$ cat src/design/ctc_pkg.sv
`timescale 1ns / 1ps
`default_nettype none
package ctc_pkg;

	localparam int TABLE_DEPTH = 1024;
	localparam int MAX_ROWS    = 8;
	localparam int MAX_COLS    = 8;
	localparam int COUNT_WIDTH = 32;

	localparam int PATTERN_W = 64;
	localparam int SPAN_W    = 4;
	localparam int CELLS_W   = 7;
	localparam int INDEX_W   = 10;
	localparam int OUT_CNT_W = 32;
	localparam int TOTAL_W   = 32;
	localparam int IDX_W     = $clog2(TABLE_DEPTH);
	localparam int USED_W    = $clog2(TABLE_DEPTH + 1);

	typedef enum logic [1:0] {
		OUT_MATCH,
		OUT_INSERT,
		OUT_FULL
	} ctc_outcome_t;

	typedef enum logic [1:0] {
		ST_IDLE,
		ST_SCAN,
		ST_HIT,
		ST_MISS
	} ctc_state_t;

	typedef struct packed {
		logic [PATTERN_W-1:0]   bitmap;
		logic [SPAN_W-1:0]      rows;
		logic [SPAN_W-1:0]      cols;
		logic [COUNT_WIDTH-1:0] count;
	} ctc_entry_t;

	typedef struct packed {
		logic load;
		logic scan;
		logic commit_hit;
		logic commit_miss;
	} ctc_cmd_t;

	typedef struct packed {
		logic hit;
		logic scan_end;
		logic out_busy;
	} ctc_sts_t;

endpackage
`default_nettype wire

$ cat src/design/ctc_ctrl.sv
`timescale 1ns / 1ps
`default_nettype none
module ctc_ctrl
	import ctc_pkg::*;
(
	input  wire logic     clk,
	input  wire logic     arst_n,
	input  wire logic     in_valid,
	output logic          in_stall,
	input  wire ctc_sts_t sts,
	output ctc_cmd_t      cmd
);

	ctc_state_t state_q;
	ctc_state_t state_d;

	always_ff @(posedge clk or negedge arst_n) begin
		if (!arst_n) begin
			state_q <= ST_IDLE;
		end else begin
			state_q <= state_d;
		end
	end

	always_comb begin
		state_d  = state_q;
		cmd      = '0;
		in_stall = 1'b1;
		unique case (state_q)
			ST_IDLE: begin
				in_stall = 1'b0;
				if (in_valid) begin
					cmd.load = 1'b1;
					state_d  = ST_SCAN;
				end
			end
			ST_SCAN: begin
				// A match on the word read last cycle ends the search at once.
				priority if (sts.hit) begin
					cmd.scan = 1'b1;
					state_d  = ST_HIT;
				end else if (sts.scan_end) begin
					state_d = ST_MISS;
				end else begin
					cmd.scan = 1'b1;
				end
			end
			ST_HIT: begin
				if (!sts.out_busy) begin
					cmd.commit_hit = 1'b1;
					state_d        = ST_IDLE;
				end
			end
			ST_MISS: begin
				if (!sts.out_busy) begin
					cmd.commit_miss = 1'b1;
					state_d         = ST_IDLE;
				end
			end
			default: state_d = ST_IDLE;
		endcase
	end

endmodule
`default_nettype wire

$ cat config.mk
export PLATFORM = sky130hd
export DESIGN_NAME = ctc_ctrl
export DESIGN_NICKNAME = d
export VERILOG_FILES = /design/src/design/ctc_pkg.sv /design/src/design/ctc_ctrl.sv
export SDC_FILE = /design/constraint.sdc
export NUM_CORES = 1
export LEC_CHECK = 0
export ABC_AREA = 0
export BUFFER_PORTS_ARGS = -buffer_cell sky130_fd_sc_hd__buf_2
export CAP_MARGIN = 10
export CORE_AREA = 2 2 39 41
export DETAILED_ROUTE_END_ITERATION = 8
export DIE_AREA = 0 0 41 43
export SYNTH_ARGS = -nofsm -noshare
export SYNTH_HDL_FRONTEND = slang
export SYNTH_SLANG_ARGS = --single-unit
$ cat constraint.sdc
create_clock -name clk -period 0.8 [get_ports clk]
set_input_delay 0 -clock clk [delete_from_list [all_inputs] [get_ports clk]]
set_output_delay 0 -clock clk [all_outputs]
set_load 0.02 [all_outputs]
# Yosys cells after proc, flatten, opt, wreduce, memory -nomap -nowiden
# Cells that the tools add are included.
[classes] mux=14 n_eq_ne=6 reduce_logical=3
[op_table] op="1-bit two-way mux" count=9
[op_table] op="2-bit two-way mux" count=4
[op_table] op="2-bit case mux with 3 select lines" count=1
[op_table] op="2-bit equality test, second input constant" count=2
[op_table] op="2-bit != test, second input constant" count=2
[op_table] op="3-bit != test, second input constant" count=1
[op_table] op="3-bit AND reduction" count=1
[op_table] op="2-bit by 1-bit equality test with 1-bit output, second input constant" count=1
[op_table] op="2-bit logical NOT" count=1
[op_table] op="2-bit OR reduction" count=1
[totals] input_bits=6 ff_bits=2 output_inout_bits=5

# Logic depth before layout (Yosys ltp)
[depth] depth_word=4 ltp_mapped=3 mapped_depth_nobuf=3

# Worst setup path before layout
# OpenSTA, ideal clock, no wires.
[synth_timing] kind="flip-flop to flip-flop" start="register state_q[0]" end="register state_q[0]" path_slack_ns=-0.211 arrival_time_ns=0.949 n_path_buf=0 path_stages_with_launch=4 path_cell_list="dfrtp_1 or2_4 nor2_4 a21o_2"
[synth_via] elab_chain_len=4 elab_cells_between_ends=10 classes_between="eq/ne: 6; mux: 1; reduce/logical: 3"
[synth_rtl] element="start: declaration" line_no="ctc_ctrl.sv:14" rtl="ctc_state_t state_q;"
[synth_rtl] element="start signal: assignment" line_no="ctc_ctrl.sv:21" rtl="state_q <= state_d;"
[synth_rtl] element="2-bit equality test" line_no="ctc_ctrl.sv:29" rtl="unique case (state_q)"
[synth_rtl] element="2-bit OR reduction (no line)"
[synth_rtl] element="2-bit != test (no line)"
[synth_rtl] element="3-bit AND reduction (no line)"
# Parallel ways exist; a longest one is shown, timed or not.
# A chain may end at the register's enable or synchronous reset.

==> run_results.csv <==
group,metric,value,unit
floorplanning,start_util,9.58,%
layout,multi_input_area,78.8,um^2
synth,synth_edf_count,0,
drt,avgRoutedWirePerCell,7.42,um
sta,rsz0062_at_grt,"true",
synth,syn_area,133,um^2
floorplanning,die_area,0.00176,mm^2
critical_path,crit_path_start_kind,"register",
drt,routed.top_layer,"met4",
sta,setup_slack,-0.288,ns
sta,slew_headroom,88.2,%
drt,drt-total-wl,356,um
status,violations,"negative setup slack",
global_routing,grt_usage,6.53,%
power,powerDensity,3530,mW/mm^2
synth,yosys_warnings,0,
hold_path,hold_class,"input port to register",
synth,synth_largest_area_cell,"dfrtp_1",
place,gp_congestion,0.633,
layout,syn_to_final_growth,107,%
layout,largest_register_ffs,2,
floorplanning,ios,11,
place,place_ws,-0.104,ns
drt,antenna_left,0,
sta,final.period_utilization,136,%
place,place_area,214,um^2
drt,firstDrtPassIters,3,
layout,top_register,"state_q",
synth,avgSynthCellArea,8.84,um^2
global_routing,grt_pass1_wl,621,um
synth,synth-async-reset-ratio,100,%
layout,seq_area,50.0,um^2
layout,fin_nets,40,
synth,synthTopCellsByArea,"dfrtp_1 (38%), nor2_4 (8.5%), and3b_2 (7.5%)",
drt,first_iter_violations,7,
hold_path,hp-start,"sts[0]",
clock_network,cts_sinks,2,
layout,fin_area,274,um^2
floorplanning,core,0.00138,mm^2
global_routing,grt_pass1_vias,153,
sta,fmax,919,MHz
layout,fill_cells,158,
power,p_leak,0.147,nW
drt,vias,159,
clock_network,cts_root_buf,"clkbuf_4",
global_routing,grt_overflow,0,
critical_path,cpMaxStageDelayCell,"dfrtp_1",
synth,synth_top_area_share,37.7,%
clock_network,cts_tree,"built",
synth,synth_common_cells,"dfrtp_1 (2), inv_1 (2), o21ai_0 (2)",
sta,finalSetupViolations,7,
drt,wl_met1,154,um
global_routing,grt_max_degree,7,
clock_network,clkSlewWorstSetupHoldPaths,0.03,ns
sta,fin_worst_skew,0.000518,ns
sta,tightest_slew,0.177,ns
drt,wl_met2,139,um
critical_path,crit_path_end_kind,"primary output",
layout,antennaDiodeCount,0,
synth,ys.flop_type,"dfrtp_1",
layout,drive_gt1_share,65.6,%
job,cap_violations,0,
critical_path,cpPeakStageDelay,0.39,ns
critical_path,timing.rr.start,"state_q[1]",
synth,ys_ff_latch,2,
drt,wl_met3,43,um
clock_network,cts-htree-levels,1,
power,ir_drop,0.765,mV
layout,reg_top3,"state_q: 2 flops",
clock_network,cts_buffers,3,
global_routing,antenna_found_initial,0,
sta,min_period,1.09,ns
synth,synthCells,15,
critical_path,cp-startpoint,"state_q[0]",
floorplanning,rows,14,
critical_path,arrival,1.09,ns
synth,syn_nets,21,
synth,yosysUniqueCellTypes,12,
sta,slew_violations,0,
critical_path,cp_max_fo,4,
drt,vias_per_cell,3.31,
critical_path,crit_chain,"or2_4 > nor2_4 > buf_6",
floorplanning,die_w,41,um
critical_path,worstSetupPathType,"register to primary output",
drt,drc,0,
clock_network,clock_latency,0.22,ns
synth,yosysSeqAreaShare,37.7,%
status,outcome,"complete, but fails checks",
clock_network,clock_path_buffers,2,
sta,hold_viol,0,
place,portBuffers,10,
floorplanning,die_h,43,um
critical_path,critPathRequiredTime,0.80,ns
[routing by layer]
| layer | global-route usage [%] | vias up |
|---|---|---|
| met5 | 0 | - |
| met1 | 5.79 | 64 |
| met4 | 10.0 | 0 |
| met3 | 6.28 | 2 |
| li1 | - | 84 |
| met2 | 6.25 | 9 |
[final cells by class]
cell class	instances	area share, %
Sequential cell	2	18.3
Tap cell	16	7.31
Inverter	2	2.74
Timing Repair Buffer	14	34.7
Multi-Input combinational cell	11	28.8
Clock buffer	3	8.22
[placed cells by master, fill, tap and decap left out, types with 2 or more instances in the layout]
cell type  Yosys  layout
buf_2          0       8
buf_4          0       3
buf_6          0       2
clkbuf_4       0       3
dfrtp_1        2       2
inv_1          2       2
o21ai_0        2       2
[metrics by stage]
step                utilization (%)  hold WS, ns  setup TNS (ns)  std cells  power (mW)
floorplan                         -       -0.296          -0.390         15       0.499
global placement               15.5       -0.210          -0.278         42       0.654
detailed placement             15.5       -0.211          -0.311         42       0.660
CTS                            19.0       0.0323           -1.55         47       0.959
global route                   19.8       0.0441           -2.03         48        1.06
finish                         19.8       0.0400           -1.51         48       0.967
[cell families (layout without fill, tap and decap cells)]
| kind of cell | after synthesis | count (layout) | share of synthesized area, % |
|---|---|---|---|
| compound gates | 4 | 4 | 17.9 |
| buf+inv | 2 | 19 | 5.66 |
| flops | 2 | 2 | 37.7 |
| simple gates | 7 | 7 | 38.7 |
[worst max-delay path: cells and delay by family, from the launching register on]
family	cells	cell delay, ns
buffers and inverters	1	0.12
DFF	1	0.39
and+or+nand+nor	2	0.36
[worst paths after layout]
kind / end / slack (ns) / depth (start not counted)
worst min-delay path: state_q[1] / 0.04 / 3
worst min register to register: state_q[1] / 0.57 / 2
worst max-delay path: cmd[3] / -0.29 / 3
min in group asynchronous: state_q[1] / 0.09 / 2
worst max register to register: state_q[0] / -0.28 / 5
max in group asynchronous: state_q[0] / 0.61 / 2
[repair_timing]
item,in CTS,in global routing
buffers inserted,1,1
endpoints found under the hold margin,2,0
setup endpoints to repair,7,7
gates resized for setup,3,1
hold buffers,1,0
[where the power goes]
group	switching (mW)	internal, mW
Clock	0.0545	0.165
Sequential	0.0451	0.149
Combinational	0.262	0.291
No activity file was read; power rests on OpenSTA's default activity.
